===== src/design/chhf_pkg.sv =====
// Package for the correlated heavy hitter filter: widths, request codes,
// verdict codes, register indexes, queue entry and sequencer state types.
// No dependencies.
package chhf_pkg;

    localparam int DEF_PRIMARY_SLOTS = 128;

    localparam int KEY_W      = 32;
    localparam int COUNT_W    = 32;
    localparam int FRAC_W     = 16;
    localparam int OFFSET_W   = 40;
    localparam int SCALE_BITS = 8;
    localparam int PROD_W     = FRAC_W + OFFSET_W;
    localparam int REQ_W      = 2;
    localparam int VERDICT_W  = 3;
    localparam int CFG_IDX_W  = 2;
    localparam int CFG_DATA_W = 40;

    localparam int QUEUE_DEPTH = 2;
    localparam int QPTR_W      = $clog2(QUEUE_DEPTH);
    localparam int QCNT_W      = $clog2(QUEUE_DEPTH + 1);

    typedef logic [REQ_W-1:0] t_req_type;
    localparam t_req_type REQ_CLEAR      = 2'd0;
    localparam t_req_type REQ_PRIMARY    = 2'd1;
    localparam t_req_type REQ_CORRELATED = 2'd2;

    typedef logic [VERDICT_W-1:0] t_verdict;
    localparam t_verdict V_REJECT     = 3'd0;
    localparam t_verdict V_PRIMARY    = 3'd1;
    localparam t_verdict V_CORRELATED = 3'd2;
    localparam t_verdict V_UNKNOWN    = 3'd3;
    localparam t_verdict V_FULL       = 3'd4;

    localparam logic [CFG_IDX_W-1:0] CFG_THRESHOLD = 2'd0;
    localparam logic [CFG_IDX_W-1:0] CFG_FRACTION  = 2'd1;
    localparam logic [CFG_IDX_W-1:0] CFG_OFFSET    = 2'd2;

    localparam logic [FRAC_W-1:0] FRACTION_RESET = 16'd655;

    // OP_PASS: answered with verdict zero, table untouched
    typedef enum logic [1:0] {
        OP_CLEAR,
        OP_PASS,
        OP_PRIMARY,
        OP_CORRELATED
    } t_op;

    typedef struct packed {
        t_op                op;
        logic [KEY_W-1:0]   pkey;
        logic [KEY_W-1:0]   skey;
        logic [COUNT_W-1:0] cnt;
    } t_req;

    typedef struct packed {
        logic [FRAC_W-1:0]   fraction;
        logic [OFFSET_W-1:0] offset;
    } t_corr_cfg;

    typedef enum logic [2:0] {
        S_IDLE,
        S_SEARCH,
        S_DIFF,
        S_MUL,
        S_DECIDE
    } t_state;

endpackage


===== src/design/chhf_front.sv =====
// Front end: configuration registers, request classification and push into
// the request queue. Depends on chhf_pkg.
module chhf_front (
    input  logic                           i_clk,
    input  logic                           i_rst_n,
    input  logic                           i_start,
    input  logic [chhf_pkg::REQ_W-1:0]     i_req_type,
    input  logic [chhf_pkg::KEY_W-1:0]     i_primary_key,
    input  logic [chhf_pkg::KEY_W-1:0]     i_secondary_key,
    input  logic [chhf_pkg::COUNT_W-1:0]   i_item_count,
    input  logic                           i_cfg_valid,
    input  logic [chhf_pkg::CFG_IDX_W-1:0] i_cfg_index,
    input  logic [chhf_pkg::CFG_DATA_W-1:0] i_cfg_data,
    output logic                           o_cfg_ready,
    input  logic                           i_full,
    output logic                           o_push,
    output chhf_pkg::t_req                 o_req,
    output chhf_pkg::t_corr_cfg            o_corr_cfg
);
    import chhf_pkg::*;

    logic [COUNT_W-1:0]  r_threshold;
    logic [FRAC_W-1:0]   r_fraction;
    logic [OFFSET_W-1:0] r_offset;
    t_op                 w_op;

    assign o_cfg_ready = 1'b1;

    always_ff @(posedge i_clk) begin
        if (!i_rst_n) begin
            r_threshold <= '0;
            r_fraction  <= FRACTION_RESET;
            r_offset    <= '0;
        end else if (i_cfg_valid) begin
            case (i_cfg_index)
                CFG_THRESHOLD: r_threshold <= i_cfg_data[COUNT_W-1:0];
                CFG_FRACTION:  r_fraction  <= i_cfg_data[FRAC_W-1:0];
                CFG_OFFSET:    r_offset    <= i_cfg_data[OFFSET_W-1:0];
                default: ;
            endcase
        end
    end

    // threshold test done here so the back end only sees table work
    always_comb begin
        case (i_req_type)
            REQ_CLEAR:      w_op = OP_CLEAR;
            REQ_PRIMARY:    w_op = (i_item_count > r_threshold) ? OP_PRIMARY : OP_PASS;
            REQ_CORRELATED: w_op = OP_CORRELATED;
            default:        w_op = OP_PASS;
        endcase
    end

    assign o_push      = i_start && !i_full;
    assign o_req.op    = w_op;
    assign o_req.pkey  = i_primary_key;
    assign o_req.skey  = i_secondary_key;
    assign o_req.cnt   = i_item_count;

    assign o_corr_cfg.fraction = r_fraction;
    assign o_corr_cfg.offset   = r_offset;

endmodule


===== config.mk =====
export PLATFORM = sky130hd
export DESIGN_NAME = chhf_front
export DESIGN_NICKNAME = d
export VERILOG_FILES = /design/src/design/chhf_pkg.sv /design/src/design/chhf_front.sv
export SDC_FILE = /design/constraint.sdc
export NUM_CORES = 1
export LEC_CHECK = 0
export ABC_CLOCK_PERIOD_IN_PS = 2200
export BUFFER_PORTS_ARGS = -buffer_cell sky130_fd_sc_hd__buf_2
export CELL_PAD_IN_SITES_DETAIL_PLACEMENT = 1
export CELL_PAD_IN_SITES_GLOBAL_PLACEMENT = 2
export CORE_MARGIN = 1
export CORE_UTILIZATION = 20
export CTS_CLUSTER_SIZE = 30
export DETAILED_ROUTE_END_ITERATION = 8
export PLACE_DENSITY = 0.73
export SLEW_MARGIN = 0
export SYNTH_ARGS = -nofsm -noshare
export SYNTH_HDL_FRONTEND = slang
export SYNTH_SLANG_ARGS = --single-unit
export TNS_END_PERCENT = 100

===== constraint.sdc =====
create_clock -name i_clk -period 2.2 [get_ports i_clk]
set_input_delay 0.44 -clock i_clk [delete_from_list [all_inputs] [get_ports i_clk]]
set_output_delay 0.44 -clock i_clk [all_outputs]
set_load 0.01 [all_outputs]

==> Word level (Yosys, flattened, before mapping) <==
Cells that the tools add are included.
W data, S select, Z words.
{ "totals": {"register_bits": 88, "inputBits": 145, "output_inout_bits": 156, "word_cells": 17} }
{ "classes": {"n_lt_le_gt_ge": 1, "eq_ne": 4, "mux": 2, "reduce_logical": 7} }
{ "op_table": {"columns": ["op", "count"], "rows": [
  ["$gt A32 B32 Y1", 1],
  ["$pmux W2 S3", 1],
  ["$reduce_and A2 Y1", 3],
  ["$eq A2 B1 Y1 const B", 2],
  ["$eq A2 B2 Y1 const B", 2],
  ["$logic_not A2 Y1", 2],
  ["$mux W2", 1],
  ["$logic_and A1 B1 Y1", 1],
  ["$logic_not A1 Y1", 1]
]} }

==> Depth between registers and ports, before layout <==
{ "depth": {"ltp_word": 3, "mapped_depth": 8} }

==> Worst setup path before layout <==
No wires, ideal clock.
{ "synth_path": {"path_type": "input -> output", "startpoint": "input i_item_count[27] (netlist name)", "endpoint": "output o_req[96] (netlist name)", "arrival_ps": 1866, "path_slack_ps": -106, "cell_stages": 7, "path_cell_list": "ha_1 nand4_1 nor3_1 a22oi_1 nand4b_1 nor3_1 or4b_1"} }
{ "synth_lines": {"columns": ["element", "line", "rtl"], "rows": [
  ["from (decl)", "chhf_front.sv:10", "input logic [chhf_pkg::COUNT_W-1:0] i_item_count,"],
  ["to (decl)", "chhf_front.sv:17", "output chhf_pkg::t_req o_req,"]
]} }

==> results.cfg <==
[global_routing]
grt_max_degree = 89
overflow = 0
antenna_found_initial = 0
grt_use_total_pct = 12.0
grt_pass1_vias = 3881
grt_pass1_wl_um = 22100

[power]
p_per_area_nw_per_um2 = 648
p_seq_share_pct = 44.2
power_switching_w = 0.00100
p_leak_nw = 2.41
comb_power_share_pct = 14.7
swShare_pct = 26.5
peakVddDrop_uv = 287
p_int_w = 0.00278
pwr-share-clk_pct = 41.1

[placement]
dp.final_hpwl_um = 10900
place_congestion = 0.720
preCtsSetupSlack_ns = -0.549
io_buffers = 171
dp_cells = 991

[final_layout]
regArea_um2 = 1760
finalNonFillerCells = 1007
area_delta_synth_final_pct = 21.7
num_antenna_cells = 0
fill_cells = 2830
nets = 860
drive_gt1_share_pct = 32.3
multi_input_area_um2 = 2230

[clock_network]
insertion_delay_ns = 0.34
cts_max_level = 3
cts_setup_buffers = 0
clk_pin_slew_ns = 0.07
cts_root_buffer = clkbuf_16
clock_path_buffers = 2
cts_tree = built
clock-sinks = 88
cts_made_buffers = 9

[sta]
max_freq_mhz = 351
fin_crit_sh_pct = 129
setup_viol = 2
fin_crit_ns = 2.85
skew_ns = 0
setup_ws_ns = -0.647
maxSlewViolCount = 0
hold_viol = 0
rsz0062_at_grt = yes

[critical_path]
critPathRequiredTime_ns = 1.76
cp_slowest_stage_delay_ns = 0.50
worstPathArrival_ns = 2.41
startpoint = r_threshold[29]
crit_buf_inv = 2
crit_path_max_fanout = 5
critPathTopFamily = simple AND/OR/NAND/NOR gates
cp-end-kind = output port
critical_path_class = reg -> out
crit_chain = inv_1 > ha_1 > nand4_4 > nor3_1 > a22oi_1 > nand4b_1 > nor2_1 > or4b_4 > buf_6
worstSetupStartpointType = flop
worst_path_max_delay_cell = or4b_4
timing.rr.start = r_threshold[6]

[synth]
ys_types = 32
seq_area_frac_synth_pct = 36.7
synthTopCellsByCount = nand2_1, buf_4, dfxtp_1, a21boi_0, inv_1
avgSynthCellArea_um2 = 7.89
post-synth-top-count-cell = nand2_1
async_flop_share_pct = 0
synth-edff-count = 0
ys_seq_elements = 88
yosys_warnings = 0
synth_top_area_share_pct = 36.7
yosysTopAreaCell = dfxtp_1
ys.flop_type = dfxtp_1
ys_top_cells_by_area = dfxtp_1, buf_4, nand2_1, a21boi_0, ha_1
syn-cell-area_um2 = 4800
syn_inst = 608
syn-num-nets = 785

[job]
maxCapViolCount = 0

[floorplanning]
die_y_um = 157
core_area_um2 = 23500
die_w_um = 157
num_rows = 56
die_area_um2 = 24600
pin_count = 301
start_util_pct = 20.4

[detailed_routing]
postRouteAntennaNets = 0
drtIter0Drc = 118
wirelength_um = 14700
first_pass_iters = 4
via_per_inst = 3.94
wire_per_inst_um = 14.6
vias = 3965
drc = 0

[hold_path]
worstHoldStart = i_cfg_data[35]
hp-class = in -> reg

[run_status]
status = finished, violations left
failed_checks = setup timing
## placed cells by master, fill, tap and decap left out, drive strengths merged
cell type	netlist	routed
xor2	1	1
o21a	1	1
nand4b	1	1
nor2	5	5
o22a	1	1
a211oi	2	2
a22o	1	1
buf	98	189
nand2	186	186
inv	33	34
dfxtp	88	88
and3b	1	1
or2	1	1
clkinvlp	0	2
nor3	5	5
conb	1	1
nor2b	1	1
bufinv	0	1
a22oi	1	1
or4b	1	1
ha	32	32
nand3b	1	1
clkbuf	27	12
or3b	1	1
nor3b	1	1
nor4	2	2
o21ai	6	6
nand3	7	7
nand4	8	8
a21oi	13	13
a21boi	82	82
## cell type report
| cell class | count | area share [%] |
|---|---|---|
| Sequential cell | 88 | 30.2 |
| Clock buffer | 12 | 4.05 |
| Timing Repair Buffer | 189 | 17.7 |
| Tap cell | 319 | 6.84 |
| Clock inverter | 4 | 0.921 |
| Inverter | 33 | 2.12 |
| Multi-Input combinational cell | 362 | 38.1 |
## through the flow
| step | hold WS, ns | TNS, ns | power [W] | util, % | instance area, µm² |
|---|---|---|---|---|---|
| 5_1_grt | 0.348 | -1.46 | 0.00401 | 24.9 | 5840 |
| 3_3_place_gp | 0.443 | -0.943 | 0.00226 | 23.5 | 5510 |
| 3_5_place_dp | 0.447 | -0.970 | 0.00227 | 23.5 | 5510 |
| 6_report | 0.340 | -1.21 | 0.00378 | 24.9 | 5840 |
| 4_1_cts | 0.323 | -1.33 | 0.00387 | 24.9 | 5830 |
| 2_1_floorplan | 0.435 | -0.0362 | 0.00213 | - | 4910 |
## worst reg2reg max path: cells and delay by family, from the launching register on
family	cells	cell delay, ns
flops	1	0.33
buf+inv	1	0.10
compound gates	1	0.14
simple gates	1	0.04
## sequential cells by signal, indices dropped and copies added, names as in the netlist
name         cells
r_offset        40
r_threshold     32
r_fraction      16
## kinds of logic (layout without fill, tap and decap cells)
| group | after synthesis | after routing | synth area share [%] |
|---|---|---|---|
| AO/OA/AOI/OAI | 107 | 107 | 15.8 |
| buffers and inverters | 158 | 238 | 19.9 |
| flip-flops | 88 | 88 | 36.7 |
| AND/OR/NAND/NOR | 221 | 221 | 19.0 |
| adder cells (fa/ha/maj) | 32 | 32 | 8.34 |
| other | 1 | 1 | 0.0781 |
| XOR/XNOR | 1 | 1 | 0.183 |
## what timing repair did
| item | in CTS | in global routing |
|---|---|---|
| hold buffers | 0 | 0 |
| setup endpoints to repair | 2 | 2 |
| resized for setup | 6 | 3 |
| pin swaps | 4 | 0 |
## power by group through the flow
stage	sequential [W]	combinational (W)	clock [W]
2_1_floorplan	0.00172	0.000410	0
3_3_place_gp	0.00171	0.000553	0
3_5_place_dp	0.00171	0.000561	0
4_1_cts	0.00167	0.000571	0.00163
5_1_grt	0.00168	0.000630	0.00170
6_report	0.00167	0.000556	0.00155
## layer usage
metal / global-route usage (%) / up-vias / part of all wire [%]
met5: 0 / - / 0
li1: - / 2012 / -
met4: 4.15 / 0 / 1.4
met1: 15.8 / 1839 / 47
met3: 2.73 / 17 / 5.4
met2: 19.0 / 97 / 46
## final timing paths
| kind | cells after the start | slack (ns) | to |
|---|---|---|---|
| max | 9 | -0.65 | o_req[96] |
| min | 3 | 0.34 | r_offset[35] |
| max reg2reg | 3 | 1.53 | r_threshold[6] |
| min reg2reg | 2 | 0.45 | r_threshold[18] |
Power figures use the tool's default switching activity.
