**src/design/chhf_pkg.sv**
```systemverilog
// Package for the correlated heavy hitter filter: widths, request codes,
// verdict codes, register indexes, queue entry and sequencer state types.
// No dependencies.
package chhf_pkg;

    localparam int DEF_PRIMARY_SLOTS = 128;

    localparam int KEY_W      = 32;
    localparam int COUNT_W    = 32;
    localparam int FRAC_W     = 16;
    localparam int OFFSET_W   = 40;
    localparam int SCALE_BITS = 8;
    localparam int PROD_W     = FRAC_W + OFFSET_W;
    localparam int REQ_W      = 2;
    localparam int VERDICT_W  = 3;
    localparam int CFG_IDX_W  = 2;
    localparam int CFG_DATA_W = 40;

    localparam int QUEUE_DEPTH = 2;
    localparam int QPTR_W      = $clog2(QUEUE_DEPTH);
    localparam int QCNT_W      = $clog2(QUEUE_DEPTH + 1);

    typedef logic [REQ_W-1:0] t_req_type;
    localparam t_req_type REQ_CLEAR      = 2'd0;
    localparam t_req_type REQ_PRIMARY    = 2'd1;
    localparam t_req_type REQ_CORRELATED = 2'd2;

    typedef logic [VERDICT_W-1:0] t_verdict;
    localparam t_verdict V_REJECT     = 3'd0;
    localparam t_verdict V_PRIMARY    = 3'd1;
    localparam t_verdict V_CORRELATED = 3'd2;
    localparam t_verdict V_UNKNOWN    = 3'd3;
    localparam t_verdict V_FULL       = 3'd4;

    localparam logic [CFG_IDX_W-1:0] CFG_THRESHOLD = 2'd0;
    localparam logic [CFG_IDX_W-1:0] CFG_FRACTION  = 2'd1;
    localparam logic [CFG_IDX_W-1:0] CFG_OFFSET    = 2'd2;

    localparam logic [FRAC_W-1:0] FRACTION_RESET = 16'd655;

    // OP_PASS: answered with verdict zero, table untouched
    typedef enum logic [1:0] {
        OP_CLEAR,
        OP_PASS,
        OP_PRIMARY,
        OP_CORRELATED
    } t_op;

    typedef struct packed {
        t_op                op;
        logic [KEY_W-1:0]   pkey;
        logic [KEY_W-1:0]   skey;
        logic [COUNT_W-1:0] cnt;
    } t_req;

    typedef struct packed {
        logic [FRAC_W-1:0]   fraction;
        logic [OFFSET_W-1:0] offset;
    } t_corr_cfg;

    typedef enum logic [2:0] {
        S_IDLE,
        S_SEARCH,
        S_DIFF,
        S_MUL,
        S_DECIDE
    } t_state;

endpackage

```
**src/design/chhf_fifo.sv**
```systemverilog
// Short request queue between front end and back end.
// Depends on chhf_pkg.
module chhf_fifo (
    input  logic           i_clk,
    input  logic           i_rst_n,
    input  logic           i_push,
    input  chhf_pkg::t_req i_req,
    output logic           o_full,
    output logic           o_valid,
    input  logic           i_pop,
    output chhf_pkg::t_req o_req
);
    import chhf_pkg::*;

    t_req              r_mem [QUEUE_DEPTH];
    logic [QPTR_W-1:0] r_wr_ptr;
    logic [QPTR_W-1:0] r_rd_ptr;
    logic [QCNT_W-1:0] r_count;

    function automatic logic [QPTR_W-1:0] ptr_inc(input logic [QPTR_W-1:0] p);
        ptr_inc = (p == QPTR_W'(QUEUE_DEPTH - 1)) ? '0 : p + 1'b1;
    endfunction

    always_ff @(posedge i_clk) begin
        if (i_push) begin
            r_mem[r_wr_ptr] <= i_req;
        end
    end

    always_ff @(posedge i_clk) begin
        if (!i_rst_n) begin
            r_wr_ptr <= '0;
            r_rd_ptr <= '0;
            r_count  <= '0;
        end else begin
            if (i_push) begin
                r_wr_ptr <= ptr_inc(r_wr_ptr);
            end
            if (i_pop) begin
                r_rd_ptr <= ptr_inc(r_rd_ptr);
            end
            case ({i_push, i_pop})
                2'b10:   r_count <= r_count + 1'b1;
                2'b01:   r_count <= r_count - 1'b1;
                default: r_count <= r_count;
            endcase
        end
    end

    assign o_full  = (r_count == QCNT_W'(QUEUE_DEPTH));
    assign o_valid = (r_count != '0);
    assign o_req   = r_mem[r_rd_ptr];

endmodule

```
**config.mk**
```make
export PLATFORM = sky130hd
export DESIGN_NAME = chhf_fifo
export DESIGN_NICKNAME = d
export VERILOG_FILES = /design/src/design/chhf_pkg.sv /design/src/design/chhf_fifo.sv
export SDC_FILE = /design/constraint.sdc
export NUM_CORES = 1
export LEC_CHECK = 0
export BUFFER_PORTS_ARGS = -buffer_cell sky130_fd_sc_hd__buf_2
export CAP_MARGIN = 5
export CORE_ASPECT_RATIO = 0.9
export CORE_UTILIZATION = 55
export CTS_CLUSTER_DIAMETER = 200
export CTS_CLUSTER_SIZE = 40
export DETAILED_ROUTE_END_ITERATION = 10
export GPL_ROUTABILITY_DRIVEN = 1
export PLACE_DENSITY = 0.83
export SLEW_MARGIN = 20
export SYNTH_ARGS = -nofsm -noshare
export SYNTH_HDL_FRONTEND = slang
export SYNTH_SLANG_ARGS = --single-unit
export TNS_END_PERCENT = 5
```
**constraint.sdc**
```tcl
create_clock -name i_clk -period 14.9 [get_ports i_clk]
set_input_delay 1.49 -clock i_clk [delete_from_list [all_inputs] [get_ports i_clk]]
set_output_delay 1.49 -clock i_clk [all_outputs]
set_load 0.05 [all_outputs]
```
# Word-level counts from Yosys, hierarchy flattened
# Memories as Yosys holds them, arrays and structs flattened. A register that Yosys moved wholly into a read port is not among the register bits.
# Cells that the tools add are included.
word_totals:
  mem_bits_rw: 196
  memories: 1
  input_bits: 102
  word_cells: 20
  register_bits: 4
op_classes:
  n_reduce_logical: 2
  n_eq_ne: 3
  addsub: 4
  muxes: 7
mem_list:
  columns: ["name", "depth", "word_bits", "rd", "rd_ports_with_merged_regs", "wr", "line", "text"]
  rows:
  - ["r_mem", 2, 98, 1, 1, 1, "chhf_fifo.sv:15", "t_req r_mem [QUEUE_DEPTH];"]
op_table:
  columns: ["op", "count"]
  rows:
  - ["two-way mux 1 bit", 6]
  - ["equality test 2 bit, second input constant", 2]
  - ["case mux 2 bit (2 select lines)", 1]
  - ["nonzero test 2 bit", 2]
  - ["adder 1 bit, second input constant", 2]
  - ["adder 2 x 1 -> 2 bit, second input constant", 1]
  - ["equality test 2 x 1 -> 1 bit, second input constant", 1]
  - ["subtractor 2 x 1 -> 2 bit, second input constant", 1]

# Longest topological paths before layout
# Gate-level depths: netlist of run 1.
depth:
  depth_word: 4
  ltp_mapped: 5
  ltp_nobuf: 5

# Least setup slack after synthesis of run 1
# OpenSTA, ideal clock, no wires.
synth_path:
  kind: "in2reg"
  start: "input i_push"
  end: "memory r_mem[0][0] (netlist bit) (enable)"
  setup_slack_ps: 8655
  cell_stages: 2
  path_buffers: 0
  arrival_ps: 5685
  setup_time_ps: 560
  path_cell_list: "inv_1 nor2_1"
synth_via:
  elab_chain_len: 2
synth_lines:
  columns: ["item", "line", "text"]
  rows:
  - ["start, declared", "chhf_fifo.sv:6", "input logic i_push,"]
  - ["two-way mux 1 bit", "chhf_fifo.sv:25", "if (i_push) begin"]
  - ["two-way mux 1 bit (implied by the code)", "chhf_fifo.sv:26", "r_mem[r_wr_ptr] <= i_req;"]
  - ["end, declared", "chhf_fifo.sv:15", null]
# No other way between the ends.

==> results of run 1 <==
==> cell type report <==
class	instances	area, um2	share of cell area
clock buffers	12	236	0.0271
clock inverters	1	30.0	0.00344
inverters	1	3.75	0.000430
multi-input cells	114	1240	0.142
flip-flops and latches	201	5990	0.686
well taps	164	205	0.0235
repair buffers	204	1030	0.118
==> worst max path at each step <==
stage	from	to	slack, ps	cells past startpoint
floorplan	i_push	r_mem[0][0]	8660	2
global placement	flip-flop	o_req[42]	11330	3
detailed placement	flip-flop	o_req[42]	11310	3
CTS	flip-flop	o_req[42]	10780	3
global route	flip-flop	o_req[34]	10690	3
finish	flip-flop	o_req[66]	10850	3
==> power groups by stage <==
stage               combinational, mW  sequential [mW]  clock (mW)
floorplan                       0.161            0.673           0
global placement                0.203            0.675           0
detailed placement              0.206            0.678           0
CTS                             0.207            0.665       0.282
global route                    0.215            0.668       0.297
finish                          0.206            0.665       0.275
==> flip-flops by register name, indices dropped and copies added, names as in the netlist, named ones only <==
signal and cells:
r_wr_ptr 1, r_mem 196, r_count 2, r_rd_ptr 1
==> metrics by stage <==
stage / setup slack, ps / power, mW / utilization / std cells
2_1_floorplan: 8660 / 0.834 / - / 327
3_3_place_gp: 11330 / 0.879 / 0.659 / 684
3_5_place_dp: 11310 / 0.885 / 0.659 / 684
4_1_cts: 10780 / 1.15 / 0.680 / 697
5_1_grt: 10690 / 1.18 / 0.680 / 697
6_report: 10850 / 1.15 / 0.680 / 697
==> synthesized netlist by cell type <==
cell	count	area share
o21a_1	1	0.0010
inv_1	1	0.00051
o21ai_0	1	0.00069
or2_2	1	0.00086
nor2_1	1	0.00051
and2b_2	1	0.0012
and2_1	4	0.0034
edfxtp_1	196	0.81
xor2_1	1	0.0012
dfxtp_1	5	0.014
buf_2	7	0.0048
xnor2_1	2	0.0024
ha_1	1	0.0017
mux2_2	96	0.15
mux2_4	2	0.0041
or3_1	1	0.00086
a21boi_1	1	0.0010
buf_6	4	0.0062
nor2b_1	1	0.00086
==> critical path, stage by stage (launching register included) <==
cell	delay [ps]
dfxtp_4	740
buf_4	660
mux2_2	420
buf_2	210
==> per-layer routing <==
layer | GRT usage | up-vias | wire length (um) | share of wire
met1 | 0.237 | 1764 | 5420 | 0.42
met2 | 0.310 | 165 | 6230 | 0.49
li1 | - | 1687 | - | -
met4 | 0.0450 | 0 | 225 | 0.018
met5 | 0 | - | 0 | 0
met3 | 0.0401 | 12 | 919 | 0.072
==> cell families after synthesis <==
group	after synthesis	share of synthesized area
buffers and inverters	12	0.0115
AO/OA/AOI/OAI	3	0.00274
multiplexers	98	0.152
flip-flops	201	0.820
adder cells (fa/ha/maj)	1	0.00171
AND/OR/NAND/NOR	9	0.00772
XOR/XNOR	3	0.00360
==> flow_metrics.py, run 1 <==
metrics = {
    "floorplanning": {
        "initial_core_util": 0.568,
        "die_w_um": 123,
        "die_h_um": 111,
        "fp.dieArea_um2": 13700,
        "io_pins": 202,
        "core_um2": 12800,
        "fp-row-count": 39,
    },
    "logic_synthesis": {
        "syn_inst": 327,
        "ys_seq_area_frac": 0.820,
        "synth_warnings": 0,
        "syn_area_um2": 7300,
        "synth_nets": 430,
        "avgSynthCellArea_um2": 22.3,
        "yosys.cell_types.count": 19,
        "ys_seq_elements": 201,
    },
    "sta": {
        "fin_crit_ps": 4050,
        "final_max_slew_viol_count": 0,
        "period_share": 0.272,
        "maxSlewHeadroom": 0.326,
        "tns_ps": 0,
        "timing.hold.ws_ps": 557,
        "tightest_slew_ps": 1010,
        "final-hold-violation-count": 0,
        "fin_skew_ps": 51.1,
        "finalSetupViolCount": 0,
        "fmax_mhz": 247,
        "grt_setup_unrepaired": "false",
    },
    "global_routing": {
        "antenna_found_initial": 0,
        "grt_first_pass_wirelength_mm": 19.0,
        "grt_max_degree": 76,
        "grt_overflow": 0,
        "grtUsageTotal": 0.182,
        "grt_pass1_vias": 3776,
    },
    "layout": {
        "antennaDiodeCount": 0,
        "final_common_cell": "buf_2",
        "fillers": 839,
        "postLayoutCellArea_um2": 8730,
        "drive_gt1_frac": 0.595,
        "synthToLayoutAreaGrowth_pct": 19.7,
        "final_cell_mix": "201 x buf_2, 196 x edfxtp_1, 96 x mux2_2, 9 x clkbuf_16, 4 x dfxtp_1",
        "finalNetCount": 634,
    },
    "cts": {
        "numCtsBuffers": 9,
        "postCtsHoldBufs": 0,
        "cts_tree": "built",
        "cts_setup_buffers": 0,
        "ctsResizeCount": 0,
        "clk_pin_slew_ps": 130,
        "clockBufferDepth": 3,
        "h-tree-depth": 1,
        "insertion_delay_ps": 460,
        "cts_sinks": 201,
        "ctsRootBufferMaster": "clkbuf_16",
    },
    "critical_path": {
        "critPathMaxFanout": 54,
        "worstSetupStartpointType": "flip-flop",
        "r2r-start": "r_wr_ptr",
        "worstPathRequired_ps": 13410,
        "rr_worst_depth": 2,
        "rrSetupSlack_ps": 12590,
        "rr_endpoint": "r_mem[0][42]",
        "worst_setup_path_end_kind": "output pin",
        "critPathKind": "reg -> out",
        "worstPathArrival_ps": 2560,
    },
    "detailed_routing": {
        "totalWireLength_mm": 12.8,
        "vias": 3628,
        "first_pass_iters": 4,
        "ant_nets": 0,
        "route.detailed.drc": 0,
        "wl_per_cell_um": 18.4,
        "vias_per_cell": 5.21,
        "drtIter0Drc": 355,
    },
    "pwr": {
        "leakagePower_nw": 3.25,
        "internal-power_mw": 0.829,
        "netSwitchingFraction": 0.277,
        "peakVddDrop_mv": 0.124,
        "comb_power_share": 0.179,
        "p_clk_frac": 0.240,
        "p_sw_mw": 0.317,
        "pwr-share-seq": 0.580,
        "p_per_area_nw_per_um2": 131,
    },
    "place": {
        "gp_congestion": 0.729,
        "portBuffers": 201,
        "placed_area_um2": 8460,
        "hpwl_mm": 8.64,
    },
    "run_status": {
        "status": "finished clean",
    },
    "min_path": {
        "hold_path_class": "reg -> reg",
        "hold_path_end": "r_count[1]",
        "hp-start": "r_count[1]",
        "hold_depth": 2,
    },
    "run": {
        "timing.max_cap.violations": 0,
    },
}
No activity file was read; power rests on OpenSTA's default activity.
==> run 2, diff against run 1 <==
--- a/config.mk
+++ b/config.mk
@@ -8,12 +8,12 @@
 export BUFFER_PORTS_ARGS = -buffer_cell sky130_fd_sc_hd__buf_2
 export CAP_MARGIN = 5
 export CORE_ASPECT_RATIO = 0.9
-export CORE_UTILIZATION = 55
+export CORE_UTILIZATION = 52
 export CTS_CLUSTER_DIAMETER = 200
 export CTS_CLUSTER_SIZE = 40
 export DETAILED_ROUTE_END_ITERATION = 10
 export GPL_ROUTABILITY_DRIVEN = 1
-export PLACE_DENSITY = 0.83
+export PLACE_DENSITY = 0.79
 export SLEW_MARGIN = 20
 export SYNTH_ARGS = -nofsm -noshare
 export SYNTH_HDL_FRONTEND = slang
==> constraint.sdc (replaced) <==
create_clock -name i_clk -period 3.96 [get_ports i_clk]
set_input_delay 0.396 -clock i_clk [delete_from_list [all_inputs] [get_ports i_clk]]
set_output_delay 0.396 -clock i_clk [all_outputs]
set_load 0.05 [all_outputs]
==> run 2 against run 1 <==
Net effect: sequential share of layout area shrank 0.22 points; hold slack lost 450 ps; core utilization shrank 3.2 points; cell count grew 1.0%; largest cell class unchanged; largest power group unchanged.
==> flow_metrics.py, run 2 (synthesized netlist as in run 1, its figures left out) <==
metrics = {
    "run_status": {
        "status": "finished clean",
    },
    "layout": {
        "final_common_cell": "buf_2",
        "largest-register": "r_mem",
        "finalNetCount": 637,
        "synthToLayoutAreaGrowth_pct": 20.0,
        "drive_gt1_frac": 0.597,
        "antennaDiodeCount": 0,
        "postLayoutCellArea_um2": 8760,
        "top_regs": "r_mem (196), r_count (2)",
        "final_cell_mix": "201 x buf_2, 196 x edfxtp_1, 96 x mux2_2, 9 x clkbuf_16, 6 x buf_4",
        "largest_reg_flops": 196,
    },
    "floorplanning": {
        "core_um2": 13500,
        "initial_core_util": 0.540,
        "die_h_um": 114,
        "die_w_um": 127,
        "io_pins": 202,
        "fp-row-count": 40,
        "fp.dieArea_um2": 14500,
    },
    "sta": {
        "fin_crit_ps": 2770,
        "tns_ps": 0,
        "tightest_slew_ps": 1050,
        "final-hold-violation-count": 0,
        "final_max_slew_viol_count": 0,
        "maxSlewHeadroom": 0.302,
        "period_share": 0.699,
        "fmax_mhz": 361,
        "fin_skew_ps": 68.3,
        "timing.hold.ws_ps": 102,
        "grt_setup_unrepaired": "false",
        "finalSetupViolCount": 0,
    },
    "detailed_routing": {
        "wl_per_cell_um": 17.6,
        "first_pass_iters": 4,
        "vias": 3585,
        "totalWireLength_mm": 12.4,
        "vias_per_cell": 5.09,
        "drtIter0Drc": 200,
        "route.detailed.drc": 0,
        "ant_nets": 0,
    },
    "min_path": {
        "hold_path_class": "in -> reg",
    },
    "cts": {
        "numCtsBuffers": 9,
        "cts_sinks": 201,
        "postCtsHoldBufs": 0,
        "cts_setup_buffers": 0,
        "clockBufferDepth": 3,
        "h-tree-depth": 1,
        "ctsRootBufferMaster": "clkbuf_16",
        "ctsResizeCount": 0,
        "clk_pin_slew_ps": 140,
        "insertion_delay_ps": 470,
        "cts_tree": "built",
    },
    "run": {
        "timing.max_cap.violations": 0,
    },
    "global_routing": {
        "grtUsageTotal": 0.167,
        "grt_max_degree": 77,
        "grt_overflow": 0,
        "antenna_found_initial": 0,
        "grt_first_pass_wirelength_mm": 18.7,
        "grt_pass1_vias": 3708,
    },
    "pwr": {
        "leakagePower_nw": 3.26,
        "peakVddDrop_mv": 0.411,
        "p_per_area_nw_per_um2": 493,
    },
    "critical_path": {
        "worstPathRequired_ps": 3560,
        "critPathMaxFanout": 54,
        "critPathKind": "reg -> out",
        "worstSetupStartpointType": "flip-flop",
        "worstPathArrival_ps": 2370,
        "worst_setup_path_end_kind": "output pin",
    },
    "place": {
        "hpwl_mm": 8.34,
        "portBuffers": 201,
        "placed_area_um2": 8490,
        "gp_congestion": 0.737,
    },
}
run 2: changes by cell type in the layout (fill, tap and decap cells not counted), sizes merged:
| cell | previous run | this run |
|---|---|---|
| buf | 204 | 207 |
run 2: critical path, cell delays in order, from the launching register on:
cell     delay (ps)
dfxtp_4         850
buf_4           440
mux2_2          390
buf_2           210
run 2: final timing paths:
| path | cells past startpoint | slack, ps | endpoint | from |
|---|---|---|---|---|
| worst min register to register | 2 | 540 | r_count[1] | r_count[1] |
| worst min-delay path | 1 | 100 | r_mem[0][74] | i_req[74] |
| worst max-delay path | 3 | 1190 | o_req[89] | flip-flop |
| worst max register to register | 2 | 1970 | r_mem[0][19] | r_wr_ptr |
run 2: cell type report:
type                       instances  area, um2
tap                              168        210
inverter                           1       3.75
clock buffer                      12        236
sequential                       201       5990
timing repair buffer             207       1050
multi-input combinational        114       1240
fill                             952       4760
clock inverter                     1       30.0
run 2: power by group:
group          internal (mW)  switching (mW)  total, mW
sequential              2.45          0.0474       2.50
clock                  0.440           0.603       1.04
combinational          0.225           0.545      0.770
run 2: through the flow:
step | worst slack, ps | util | instances | power [mW]
3_5_place_dp | 1670 | 0.628 | 691 | 3.33
4_1_cts | 1140 | 0.648 | 704 | 4.35
2_1_floorplan | 530 | - | 327 | 3.14
5_1_grt | 1060 | 0.648 | 704 | 4.45
3_3_place_gp | 1690 | 0.628 | 691 | 3.31
6_report | 1190 | 0.648 | 704 | 4.32
run 2: routing by layer:
layer	track usage	share of wire	vias up
met4	0.0310	0.015	0
met1	0.223	0.44	1737
met3	0.0523	0.086	10
met2	0.276	0.46	142
li1	-	-	1696
met5	0	0	-
==> run 3, diff against run 2 <==
--- a/config.mk
+++ b/config.mk
@@ -8,12 +8,12 @@
 export BUFFER_PORTS_ARGS = -buffer_cell sky130_fd_sc_hd__buf_2
 export CAP_MARGIN = 5
 export CORE_ASPECT_RATIO = 0.9
-export CORE_UTILIZATION = 52
+export CORE_UTILIZATION = 47
 export CTS_CLUSTER_DIAMETER = 200
 export CTS_CLUSTER_SIZE = 40
 export DETAILED_ROUTE_END_ITERATION = 10
 export GPL_ROUTABILITY_DRIVEN = 1
-export PLACE_DENSITY = 0.79
+export PLACE_DENSITY = 0.76
 export SLEW_MARGIN = 20
 export SYNTH_ARGS = -nofsm -noshare
 export SYNTH_HDL_FRONTEND = slang
==> constraint.sdc (replaced) <==
create_clock -name i_clk -period 2.43 [get_ports i_clk]
set_input_delay 0.243 -clock i_clk [delete_from_list [all_inputs] [get_ports i_clk]]
set_output_delay 0.243 -clock i_clk [all_outputs]
set_load 0.05 [all_outputs]
==> run 3 against run 2 <==
Net effect: sequential share of layout area shrank 7.4 points; core utilization grew 1.0 points; combinational power grew 86%; routed wire length grew 13%; die area grew 10%; worst setup slack lost 810 ps; critical path depth is the same; largest power group unchanged; total power grew 67%; largest cell class unchanged.
==> flow_metrics.py, run 3 (synthesized netlist as in run 1, its figures left out) <==
metrics = {
    "pwr": {
        "pwr-share-seq": 0.563,
        "peakVddDrop_mv": 0.746,
        "internal-power_mw": 5.20,
        "p_sw_mw": 1.99,
        "leakagePower_nw": 3.68,
        "netSwitchingFraction": 0.277,
        "comb_power_share": 0.199,
        "p_clk_frac": 0.238,
        "power_mw": 7.19,
        "p_per_area_nw_per_um2": 732,
    },
    "layout": {
        "top_regs": "r_mem (196), r_count (2)",
        "largest_reg_flops": 196,
        "synthToLayoutAreaGrowth_pct": 34.7,
        "final_common_cell": "buf_2",
        "drive_gt1_frac": 0.505,
        "final_core_util": 0.658,
        "final_cell_mix": "201 x buf_2, 196 x edfxtp_1, 98 x dlygate4sd3_1, 96 x mux2_2, 9 x clkbuf_16",
        "finalNetCount": 735,
        "stdcell_count": 832,
        "largest-register": "r_mem",
        "antennaDiodeCount": 0,
    },
    "sta": {
        "timing.hold.ws_ps": 34.5,
        "grt_setup_unrepaired": "false",
        "maxSlewHeadroom": 0.626,
        "fmax_mhz": 488,
        "fin_crit_ps": 2050,
        "fin_skew_ps": 7.95,
        "finalSetupViolCount": 0,
        "period_share": 0.844,
        "final-hold-violation-count": 0,
        "tightest_slew_ps": 562,
        "final_max_slew_viol_count": 0,
    },
    "detailed_routing": {
        "vias_per_cell": 4.86,
        "ant_nets": 0,
        "totalWireLength_mm": 14.0,
        "route.detailed.drc": 0,
        "vias": 4041,
        "wl_per_cell_um": 16.9,
        "drtIter0Drc": 245,
        "first_pass_iters": 4,
    },
    "cts": {
        "cts_setup_buffers": 0,
        "cts_sinks": 201,
        "numCtsBuffers": 9,
        "ctsRootBufferMaster": "clkbuf_16",
        "clockBufferDepth": 3,
        "h-tree-depth": 1,
        "insertion_delay_ps": 470,
        "cts_tree": "built",
        "clk_pin_slew_ps": 130,
    },
    "run_status": {
        "status": "finished clean",
    },
    "global_routing": {
        "grt_overflow": 0,
        "grtUsageTotal": 0.172,
        "grt_first_pass_wirelength_mm": 21.5,
        "grt_max_degree": 58,
        "antenna_found_initial": 0,
        "grt_pass1_vias": 4189,
    },
    "critical_path": {
        "critPathKind": "reg -> out",
        "path_cells": "buf_12 -> mux2_2 -> buf_2",
        "critPathMaxFanout": 57,
        "worstPathRequired_ps": 2190,
        "worst_setup_path_end_kind": "output pin",
        "cp_slowest_stage_delay_ps": 400,
        "critPathSlowestCell": "dfxtp_4",
        "worstSetupStartpointType": "flip-flop",
        "worstPathArrival_ps": 1810,
    },
    "floorplanning": {
        "fp-row-count": 42,
        "die_w_um": 133,
        "core_um2": 14900,
        "fp.dieArea_um2": 16000,
        "die_h_um": 120,
        "io_pins": 202,
        "initial_core_util": 0.489,
    },
    "run": {
        "timing.max_cap.violations": 0,
    },
    "min_path": {
        "hold_path_class": "in -> reg",
    },
    "place": {
        "portBuffers": 201,
        "gp_congestion": 0.765,
        "hpwl_mm": 8.62,
        "dp_cells": 721,
    },
}
[run 3: cell type report]
class / count / area [um2]
multi-input combinational: 114 / 1240
sequential: 201 / 5990
fill: 1016 / 5100
tap: 198 / 248
clock buffer: 12 / 236
timing repair buffer: 305 / 2080
clock inverter: 1 / 30.0
inverter: 1 / 3.75
[run 3: final timing paths]
path / from / end / slack [ps] / depth (start not counted)
setup / recovery: flip-flop / o_req[17] / 380 / 3
hold / removal: i_rst_n / r_rd_ptr / 30 / 2
setup reg to reg: r_wr_ptr / r_mem[1][22] / 930 / 2
hold reg to reg: r_count[1] / r_count[1] / 510 / 2
[run 3: power by group through the flow]
stage	registers (mW)	clock network, mW	logic (mW)
3_3_place_gp	4.12	0	1.29
3_5_place_dp	4.13	0	1.31
2_1_floorplan	4.12	0	0.991
5_1_grt	4.06	1.85	1.50
6_report	4.05	1.71	1.43
4_1_cts	4.05	1.76	1.44
[run 3: per-layer routing]
metal / global-route usage / vias to the layer above / routed length, um
li1: - / 1888 / -
met1: 0.211 / 1969 / 5610
met2: 0.311 / 164 / 7220
met3: 0.0365 / 20 / 928
met4: 0.0419 / 0 / 278
met5: 0 / - / 0
[run 3: worst max-delay path, delay by kind of cell, from the launching register on]
kind / cells / cell delay [ps]
muxes: 1 / 400
buffers and inverters: 2 / 490
DFF: 1 / 400
[run 3: per-stage QoR]
| stage | TNS (ps) | instance area [um2] | setup slack [ps] |
|---|---|---|---|
| after CTS | 0 | 9830 | 382 |
| final | 0 | 9830 | 380 |
| after global routing | 0 | 9830 | 325 |
| after floorplan | -67380 | 7300 | -688 |
| after global placement | 0 | 8580 | 914 |
| after detailed placement | 0 | 8580 | 911 |
[run 3: what timing repair did]
item                      in CTS  in global routing
gates resized for setup        0                  0
hold buffers                  98                  0
hold endpoints to repair     196                  0
